`src/hw/rtl/lcdnw_pkg.sv`:
```
package lcdnw_pkg;

   // Field widths fixed by the LCD bus and the register map
   localparam int unsigned BYTE_W   = 8;
   localparam int unsigned NIBBLE_W = 4;
   localparam int unsigned TICKS_W  = 16;
   localparam int unsigned COLUMN_W = 6;
   localparam int unsigned STEP_W   = 4;
   localparam int unsigned CSR_IDX_W = 2;
   localparam int unsigned CSR_DATA_W = 16;

   // Register reset values
   localparam logic [TICKS_W-1:0]  WAIT_TICKS_RST   = 16'd50;
   localparam logic [TICKS_W-1:0]  SETTLE_TICKS_RST = 16'd20;
   localparam logic [COLUMN_W-1:0] LINE_LENGTH_RST  = 6'd16;
   localparam logic [BYTE_W-1:0]   WRAP_COMMAND_RST = 8'hC0;

   localparam logic [COLUMN_W-1:0] COLUMN_MAX = '1;

   // Register indexes on the csr port
   localparam logic [CSR_IDX_W-1:0] CSR_WAIT_TICKS   = 2'd0;
   localparam logic [CSR_IDX_W-1:0] CSR_SETTLE_TICKS = 2'd1;
   localparam logic [CSR_IDX_W-1:0] CSR_LINE_LENGTH  = 2'd2;
   localparam logic [CSR_IDX_W-1:0] CSR_WRAP_COMMAND = 2'd3;

   // Operation codes on the request channel
   localparam logic OP_COMMAND = 1'b0;
   localparam logic OP_DATA    = 1'b1;

   typedef struct packed {
      logic              operation;
      logic [BYTE_W-1:0] byte_value;
      logic              first_of_string;
   } req_type;

   typedef struct packed {
      logic                select_level;
      logic                enable_level;
      logic [NIBBLE_W-1:0] bus_nibble;
      logic [TICKS_W-1:0]  hold_ticks;
      logic                last_phase;
   } rsp_type;

   typedef enum logic [1:0] {
      SEL_KEEP,
      SEL_CMD,
      SEL_DATA
   } sel_src_type;

   typedef enum logic [1:0] {
      NIB_KEEP,
      NIB_HIGH,
      NIB_LOW
   } nib_src_type;

   // One control word of the microprogram
   typedef struct packed {
      logic [STEP_W-1:0] next_step;
      logic              last;
      logic              enable;
      sel_src_type       sel_src;
      nib_src_type       nib_src;
      logic              use_wrap;
      logic              use_settle;
      logic              count_col;
   } ucode_type;

   // Sequencer to datapath control
   typedef struct packed {
      logic      fire;
      ucode_type word;
   } seq_ctrl_type;

   // Entry points of the microprogram
   localparam logic [STEP_W-1:0] STEP_CMD    = 4'd0;
   localparam logic [STEP_W-1:0] STEP_SETTLE = 4'd5;
   localparam logic [STEP_W-1:0] STEP_WRAP   = 4'd6;
   localparam logic [STEP_W-1:0] STEP_DATA   = 4'd11;

   function automatic ucode_type mk_word(
      input logic [STEP_W-1:0] next_step,
      input logic              last,
      input logic              enable,
      input sel_src_type       sel_src,
      input nib_src_type       nib_src,
      input logic              use_wrap,
      input logic              use_settle,
      input logic              count_col
   );
      ucode_type w;
      w.next_step  = next_step;
      w.last       = last;
      w.enable     = enable;
      w.sel_src    = sel_src;
      w.nib_src    = nib_src;
      w.use_wrap   = use_wrap;
      w.use_settle = use_settle;
      w.count_col  = count_col;
      return w;
   endfunction

   // Microprogram: command, settle, wrap command, data character
   function automatic ucode_type ucode_rom(input logic [STEP_W-1:0] step);
      ucode_type w;
      case (step)
         // command byte: enable low with old pins, then two nibbles
         4'd0:  w = mk_word(4'd1,  1'b0, 1'b0, SEL_KEEP, NIB_KEEP, 1'b0, 1'b0, 1'b0);
         4'd1:  w = mk_word(4'd2,  1'b0, 1'b1, SEL_CMD,  NIB_HIGH, 1'b0, 1'b0, 1'b0);
         4'd2:  w = mk_word(4'd3,  1'b0, 1'b0, SEL_CMD,  NIB_HIGH, 1'b0, 1'b0, 1'b0);
         4'd3:  w = mk_word(4'd4,  1'b0, 1'b1, SEL_CMD,  NIB_LOW,  1'b0, 1'b0, 1'b0);
         4'd4:  w = mk_word(4'd0,  1'b1, 1'b0, SEL_CMD,  NIB_LOW,  1'b0, 1'b0, 1'b0);
         // settle before the first character of a string
         4'd5:  w = mk_word(STEP_DATA, 1'b0, 1'b0, SEL_KEEP, NIB_KEEP, 1'b0, 1'b1, 1'b0);
         // wrap command ahead of a character
         4'd6:  w = mk_word(4'd7,  1'b0, 1'b0, SEL_KEEP, NIB_KEEP, 1'b1, 1'b0, 1'b0);
         4'd7:  w = mk_word(4'd8,  1'b0, 1'b1, SEL_CMD,  NIB_HIGH, 1'b1, 1'b0, 1'b0);
         4'd8:  w = mk_word(4'd9,  1'b0, 1'b0, SEL_CMD,  NIB_HIGH, 1'b1, 1'b0, 1'b0);
         4'd9:  w = mk_word(4'd10, 1'b0, 1'b1, SEL_CMD,  NIB_LOW,  1'b1, 1'b0, 1'b0);
         4'd10: w = mk_word(STEP_DATA, 1'b0, 1'b0, SEL_CMD, NIB_LOW, 1'b1, 1'b0, 1'b0);
         // data character with select high
         4'd11: w = mk_word(4'd12, 1'b0, 1'b1, SEL_DATA, NIB_HIGH, 1'b0, 1'b0, 1'b0);
         4'd12: w = mk_word(4'd13, 1'b0, 1'b0, SEL_DATA, NIB_HIGH, 1'b0, 1'b0, 1'b0);
         4'd13: w = mk_word(4'd14, 1'b0, 1'b1, SEL_DATA, NIB_LOW,  1'b0, 1'b0, 1'b0);
         4'd14: w = mk_word(4'd0,  1'b1, 1'b0, SEL_DATA, NIB_LOW,  1'b0, 1'b0, 1'b1);
         default: w = mk_word(4'd0, 1'b1, 1'b0, SEL_KEEP, NIB_KEEP, 1'b0, 1'b0, 1'b0);
      endcase
      return w;
   endfunction

endpackage

```
`src/hw/rtl/char_lcd_nibble_writer.sv`:
```
// Character LCD writer for a 4-bit bus.
// Request channel (req_valid, req_stall, req_data): one beat is one command
// byte or one data character. Each byte becomes a run of pin-state beats on
// the response channel (rsp_valid, rsp_stall, rsp_data): select, enable,
// nibble and the number of timer ticks to hold that state. The final beat of
// a byte carries last_phase.
// A command gives 5 beats; a character gives 4, plus 1 settle beat when it
// opens a string, plus 5 wrap-command beats when the column reaches the line
// length (at most 9). One beat leaves per cycle from a microprogram step
// counter while the response side does not stall; the step and busy registers
// load when the request is taken, and each beat is then registered in the
// response register. The next request is taken in the cycle after the last step.
// req_stall stays high while a byte is in progress. A stall on the response
// side freezes the sequencer and holds the pending beat.
// Reset (synchronous) returns the registers to their defaults, clears the pin
// state and column count and empties the response register.
// The csr port writes wait_ticks, settle_ticks, line_length and wrap_command
// by index; write only while idle.
module char_lcd_nibble_writer (
   input  logic                                  clock,
   input  logic                                  reset,
   input  logic                                  req_valid,
   output logic                                  req_stall,
   input  lcdnw_pkg::req_type                    req_data,
   output logic                                  rsp_valid,
   input  logic                                  rsp_stall,
   output lcdnw_pkg::rsp_type                    rsp_data,
   input  logic                                  csr_wr_en,
   input  logic [lcdnw_pkg::CSR_IDX_W-1:0]       csr_index,
   input  logic [lcdnw_pkg::CSR_DATA_W-1:0]      csr_wr_data
);
   import lcdnw_pkg::*;

   logic [TICKS_W-1:0]  wait_ticks_ff;
   logic [TICKS_W-1:0]  settle_ticks_ff;
   logic [COLUMN_W-1:0] line_length_ff;
   logic [BYTE_W-1:0]   wrap_command_ff;
   logic                load;
   logic                wrap_hit;
   logic                advance;
   seq_ctrl_type        ctrl;

   // Configuration registers
   always_ff @(posedge clock) begin
      if (reset) begin
         wait_ticks_ff   <= WAIT_TICKS_RST;
         settle_ticks_ff <= SETTLE_TICKS_RST;
         line_length_ff  <= LINE_LENGTH_RST;
         wrap_command_ff <= WRAP_COMMAND_RST;
      end else if (csr_wr_en) begin
         case (csr_index)
            CSR_WAIT_TICKS:   wait_ticks_ff   <= csr_wr_data[TICKS_W-1:0];
            CSR_SETTLE_TICKS: settle_ticks_ff <= csr_wr_data[TICKS_W-1:0];
            CSR_LINE_LENGTH:  line_length_ff  <= csr_wr_data[COLUMN_W-1:0];
            CSR_WRAP_COMMAND: wrap_command_ff <= csr_wr_data[BYTE_W-1:0];
            default: ;
         endcase
      end
   end

   lcdnw_sequencer u_seq (
      .clock     (clock),
      .reset     (reset),
      .req_valid (req_valid),
      .req_data  (req_data),
      .wrap_hit  (wrap_hit),
      .advance   (advance),
      .req_stall (req_stall),
      .load      (load),
      .ctrl      (ctrl)
   );

   lcdnw_datapath u_dp (
      .clock        (clock),
      .reset        (reset),
      .load         (load),
      .req_data     (req_data),
      .ctrl         (ctrl),
      .wait_ticks   (wait_ticks_ff),
      .settle_ticks (settle_ticks_ff),
      .line_length  (line_length_ff),
      .wrap_command (wrap_command_ff),
      .rsp_stall    (rsp_stall),
      .rsp_valid    (rsp_valid),
      .rsp_data     (rsp_data),
      .wrap_hit     (wrap_hit),
      .advance      (advance)
   );

endmodule

```
`src/hw/rtl/lcdnw_sequencer.sv`:
```
module lcdnw_sequencer (
   input  logic                  clock,
   input  logic                  reset,
   input  logic                  req_valid,
   input  lcdnw_pkg::req_type    req_data,
   input  logic                  wrap_hit,
   input  logic                  advance,
   output logic                  req_stall,
   output logic                  load,
   output lcdnw_pkg::seq_ctrl_type ctrl
);
   import lcdnw_pkg::*;

   logic [STEP_W-1:0] step_ff, step_in;
   logic              busy_ff, busy_in;
   logic [STEP_W-1:0] entry;
   ucode_type         word;
   logic              fire;

   assign req_stall = busy_ff;
   assign load      = req_valid && !busy_ff;
   assign word      = ucode_rom(step_ff);
   assign fire      = busy_ff && advance;

   assign ctrl.fire = fire;
   assign ctrl.word = word;

   // Dispatch: pick the entry point of the microprogram
   always_comb begin
      if (req_data.operation == OP_COMMAND) begin
         entry = STEP_CMD;
      end else if (req_data.first_of_string) begin
         entry = STEP_SETTLE;
      end else if (wrap_hit) begin
         entry = STEP_WRAP;
      end else begin
         entry = STEP_DATA;
      end
   end

   // Advance the step counter, drop busy after the last step
   always_comb begin
      step_in = step_ff;
      busy_in = busy_ff;
      if (load) begin
         step_in = entry;
         busy_in = 1'b1;
      end else if (fire) begin
         step_in = word.next_step;
         busy_in = !word.last;
      end
   end

   always_ff @(posedge clock) begin
      if (reset) begin
         step_ff <= STEP_CMD;
         busy_ff <= 1'b0;
      end else begin
         step_ff <= step_in;
         busy_ff <= busy_in;
      end
   end

endmodule

```
`src/hw/rtl/lcdnw_datapath.sv`:
```
module lcdnw_datapath (
   input  logic                                clock,
   input  logic                                reset,
   input  logic                                load,
   input  lcdnw_pkg::req_type                  req_data,
   input  lcdnw_pkg::seq_ctrl_type             ctrl,
   input  logic [lcdnw_pkg::TICKS_W-1:0]       wait_ticks,
   input  logic [lcdnw_pkg::TICKS_W-1:0]       settle_ticks,
   input  logic [lcdnw_pkg::COLUMN_W-1:0]      line_length,
   input  logic [lcdnw_pkg::BYTE_W-1:0]        wrap_command,
   input  logic                                rsp_stall,
   output logic                                rsp_valid,
   output lcdnw_pkg::rsp_type                  rsp_data,
   output logic                                wrap_hit,
   output logic                                advance
);
   import lcdnw_pkg::*;

   logic [BYTE_W-1:0]   byte_ff, byte_in;
   logic                sel_ff, sel_in;
   logic [NIBBLE_W-1:0] nib_ff, nib_in;
   logic [COLUMN_W-1:0] col_ff, col_in;
   logic                rsp_valid_ff, rsp_valid_in;
   rsp_type             rsp_ff, rsp_in;
   logic [BYTE_W-1:0]   src_byte;
   logic [TICKS_W-1:0]  hold_raw;

   assign advance   = !rsp_valid_ff || !rsp_stall;
   assign rsp_valid = rsp_valid_ff;
   assign rsp_data  = rsp_ff;
   assign wrap_hit  = (line_length != '0) && (col_ff == line_length);

   // Select byte and hold time for this step
   assign src_byte = ctrl.word.use_wrap ? wrap_command : byte_ff;
   assign hold_raw = ctrl.word.use_settle ? settle_ticks : wait_ticks;

   // Pin state of the current step
   always_comb begin
      case (ctrl.word.sel_src)
         SEL_CMD:  sel_in = 1'b0;
         SEL_DATA: sel_in = 1'b1;
         default:  sel_in = sel_ff;
      endcase
      case (ctrl.word.nib_src)
         NIB_HIGH: nib_in = src_byte[BYTE_W-1 -: NIBBLE_W];
         NIB_LOW:  nib_in = src_byte[NIBBLE_W-1:0];
         default:  nib_in = nib_ff;
      endcase
   end

   // Output beat register and column count
   always_comb begin
      byte_in      = byte_ff;
      col_in       = col_ff;
      rsp_valid_in = rsp_valid_ff;
      rsp_in       = rsp_ff;
      if (load) begin
         byte_in = req_data.byte_value;
         if (req_data.operation == OP_DATA && req_data.first_of_string) begin
            col_in = '0;
         end
      end
      if (ctrl.fire) begin
         rsp_valid_in        = 1'b1;
         rsp_in.select_level = sel_in;
         rsp_in.enable_level = ctrl.word.enable;
         rsp_in.bus_nibble   = nib_in;
         rsp_in.hold_ticks   = (hold_raw == '0) ? TICKS_W'(1) : hold_raw;
         rsp_in.last_phase   = ctrl.word.last;
         if (ctrl.word.count_col && col_ff != COLUMN_MAX) begin
            col_in = col_ff + COLUMN_W'(1);
         end
      end else if (!rsp_stall) begin
         rsp_valid_in = 1'b0;
      end
   end

   always_ff @(posedge clock) begin
      byte_ff <= byte_in;
      rsp_ff  <= rsp_in;
      if (reset) begin
         sel_ff       <= 1'b0;
         nib_ff       <= '0;
         col_ff       <= '0;
         rsp_valid_ff <= 1'b0;
      end else begin
         col_ff       <= col_in;
         rsp_valid_ff <= rsp_valid_in;
         if (ctrl.fire) begin
            sel_ff <= sel_in;
            nib_ff <= nib_in;
         end
      end
   end

endmodule

```
`config.mk`:
```
export PLATFORM = sky130hd
export DESIGN_NAME = char_lcd_nibble_writer
export DESIGN_NICKNAME = d
export VERILOG_FILES = /design/src/hw/rtl/lcdnw_pkg.sv /design/src/hw/rtl/char_lcd_nibble_writer.sv /design/src/hw/rtl/lcdnw_sequencer.sv /design/src/hw/rtl/lcdnw_datapath.sv
export SDC_FILE = /design/constraint.sdc
export NUM_CORES = 1
export LEC_CHECK = 0
export ABC_AREA = 1
export BUFFER_PORTS_ARGS = -buffer_cell sky130_fd_sc_hd__buf_2
export CAP_MARGIN = 10
export CORE_MARGIN = 1
export CORE_UTILIZATION = 41
export DETAILED_ROUTE_END_ITERATION = 12
export SLEW_MARGIN = 20
export SYNTH_ARGS = -nofsm -noshare
export SYNTH_HDL_FRONTEND = slang
export SYNTH_SLANG_ARGS = --single-unit
```
`constraint.sdc`:
```
create_clock -name clock -period 5.8 [get_ports clock]
set_input_delay 0 -clock clock [delete_from_list [all_inputs] [get_ports clock]]
set_output_delay 0 -clock clock [all_outputs]
set_load 0.1 [all_outputs]
```
==> impl_metrics.toml <==
[hold_path]
whs_path_depth = 5
worstHoldPathType = "input port to flip-flop"
holdCritStartpoint = "csr_wr_en"
holdPathEnd = "line_length_ff[4]$_SDFFE_PP1P_"

[synthesis]
ys_seq_area_share_pct = 54.0
yosysTopAreaCell = "dfxtp_1"
ys_seq_elements = 107
yosys.cell_types.count = 35
synth_edf_count = 31
synth_cells = 551
synth_common_cells = "117 x nand2_1, 92 x nor2_1, 76 x dfxtp_1"
synthArstFlopShare_pct = 0
yosysWarnings = 0
syn-cell-area_sq_um = 4540
yosysMostFrequentCell = "nand2_1"
synthFlopType = "dfxtp_1"
syn_avg_cell_area_sq_um = 8.25
synth_nets = 593
synth_top_area_share_pct = 33.5
ys_top_cells_by_area = "dfxtp_1 33%, edfxtp_1 20%, nand2_1 9.7%"

[timing]
relSlewSlack_pct = 35.0
fin_tns_setup_ns = 0
skew_ns = 0.00825
fmax_mhz = 328
worstMarginPinSlew_ns = 0.969
finalHoldViolCount = 0
setup_violations = 0
rsz0062_at_grt = "false"
min_period_over_period_pct = 52.6
post-route-min-period_ns = 3.05
drv_slew = 0

[drt]
drc = 0
num_vias = 3829
ant_nets = 0
drtIter0Drc = 198
first_pass_iters = 4
via_per_inst = 4.92
wl_per_cell_um = 13.4
finalWirelength_um = 10400

[worst_setup_path]
crit_buf_inv = 2
r2r_slack_ns = 2.75
reg2reg_depth = 13
critPathCaptureType = "flip-flop"
crit_chain = "nand2_1 -> nand2_1 -> clkinv_1 -> nand2_1 -> nand2_1 -> nand2_1 -> nand2_1 -> nand2_2 -> ha_1 -> inv_1 -> nand3_1 -> nand3_1 -> nand2_1"
worstSetupStartpointType = "flip-flop"
critPathRequiredTime_ns = 6.07
slowest_stage = "clkinv_1"
timing.rr.start = "u_dp.rsp_valid$_SDFFE_PP0P_"
crit_fanout = 26
path_common_cell = "nand2_1"
worstSetupPathType = "flip-flop to flip-flop"
crit_family = "simple AND/OR/NAND/NOR gates"
reg2reg_to = "u_seq.word[9]$_DFF_P_"
worstPathArrival_ns = 3.32
cpPeakStageDelay_ns = 0.88

[floorplanning]
die_y_um = 107
core_sq_um = 10800
rows = 38
ios = 58
die_w_um = 107
start_util_pct = 41.9
die_area_sq_um = 11500

[cells_and_area]
area_growth_pct = 19.4
final_util_pct = 50.1
antennaDiodeCount = 0
drive_above_1_share_pct = 16.1
num-nets-final = 676

[clock_tree]
cts.path.max_buffers = 2
post_cts_buffers = 0
cts-htree-levels = 3
cts_tree = "built"
cts_made_buffers = 9
ctsRootBufferMaster = "clkbuf_8"
clk_pin_slew_ns = 0.10
clock-sinks = 107
clock_latency_ns = 0.36

[global_route]
antenna_found_initial = 0
globalRouteOverflowTotal = 0
grt_pass1_vias = 3682
grt_max_degree = 61
grt_pass1_wl_um = 17400
grtUsageTotal_pct = 19.5

[status]
status = "completed"

[placed_design]
io_buffers = 57
dp_hpwl_um = 7260
gp_congestion = 0.880

[pwr]
power_leakage_nw = 2.42
power_density_nw_per_um2 = 288
ir_worst_vdd_mv = 0.123

[run]
maxCapViolCount = 0
[placed cells by master (no fill, tap or decap), types with 2 or more instances in the layout]
cell,count
nand3_1,20
clkbuf_8,9
nand2_4,3
nand2_1,117
a21oi_1,21
nand3_2,3
nor4_1,4
buf_4,3
nor2_1,92
o22ai_1,4
inv_2,7
ha_1,9
o21ai_1,4
edfxtp_1,31
buf_2,57
dlygate4sd3_1,30
nand4_1,5
o211ai_1,2
clkinv_4,2
o21ai_0,60
a211oi_1,5
dfxtp_1,76
clkinv_2,2
clkinv_1,2
nor2_2,3
inv_1,46
nor3_1,3
nand2_2,7
[repair_timing]
| action | in CTS | in global routing |
|---|---|---|
| hold endpoints to repair | 58 | 0 |
| hold buffers | 30 | 0 |
| resized for setup | 0 | 0 |
[final cells by class]
class                           count  area (sq um)
Multi-Input combinational cell    370          1790
Fill cell                        1046          5410
Timing Repair Buffer               90           608
Inverter                           56           215
Tap cell                          140           175
Sequential cell                   107          2450
Clock buffer                       11           153
Clock inverter                      5          35.0
[sequential cells by signal (all words and copies together), names as in the netlist, 6 cells and up]
name	flops
u_dp.rsp_data	23
wrap_command_ff	8
wait_ticks_ff	16
u_dp.col_ff	6
u_dp.byte_ff	8
u_seq.word	13
line_length_ff	6
settle_ticks_ff	16
[worst reg2reg max path, stage by stage (launching register included)]
cell and delay [ns]:
dfxtp_1 0.36, nand2_1 0.09, nand2_1 0.32, clkinv_1 0.88, nand2_1 0.25, nand2_1 0.07
nand2_1 0.07, nand2_1 0.08, nand2_2 0.16, ha_1 0.29, inv_1 0.10, nand3_1 0.10
nand3_1 0.12, nand2_1 0.06
[kinds of logic (layout without fill, tap and decap cells)]
family,Yosys count,in the layout,share of synthesized area [%]
AOI/OAI and AO/OA,99,99,11.8
DFF,107,107,54.0
muxes,1,1,0.220
adders and majority gates,9,9,2.48
buffers and inverters,74,162,6.77
xor gates and xnor gates,1,1,0.193
and+or+nand+nor,260,260,24.6
[through the flow]
stage          instances  cell area (sq um)  hold slack (ns)  setup slack [ns]  total power [mW]
2_1_floorplan        551               4540           0.0989              2.89              1.07
3_3_place_gp         733               4940            0.178              2.99              1.13
3_5_place_dp         733               4940            0.179              2.89              1.13
4_1_cts              779               5430           0.0797              2.86              1.58
5_1_grt              779               5430           0.0978              2.36              1.64
6_report             779               5430            0.101              2.75              1.57
[worst max-delay path by stage]
stage	depth (start not counted)	slack (ns)	end	from
5_1_grt	14	2.36	u_seq.word[5]$_DFF_P_	u_dp.rsp_valid$_SDFFE_PP0P_
2_1_floorplan	12	2.89	u_seq.word[9]$_DFF_P_	u_seq.req_stall$_SDFFE_PP0N_
4_1_cts	13	2.86	u_seq.word[9]$_DFF_P_	u_dp.rsp_valid$_SDFFE_PP0P_
3_3_place_gp	13	2.99	u_seq.word[9]$_DFF_P_	u_dp.rsp_valid$_SDFFE_PP0P_
6_report	13	2.75	u_seq.word[9]$_DFF_P_	u_dp.rsp_valid$_SDFFE_PP0P_
3_5_place_dp	13	2.89	u_seq.word[9]$_DFF_P_	u_dp.rsp_valid$_SDFFE_PP0P_
[layer usage]
metal  vias to the layer above  track usage, %  part of all wire, %
li1                       1965               -                    -
met1                      1763            24.8                   46
met2                        84            33.2                   49
met3                        17            3.45                  3.8
met4                         0            7.24                  1.9
met5                         -               0                    0
[power breakdown]
part           switching (mW)  internal, mW  total [mW]
Sequential             0.0200         0.822       0.842
Combinational           0.213        0.0753       0.288
Clock                   0.252         0.184       0.436
Power figures use the tool's default switching activity.
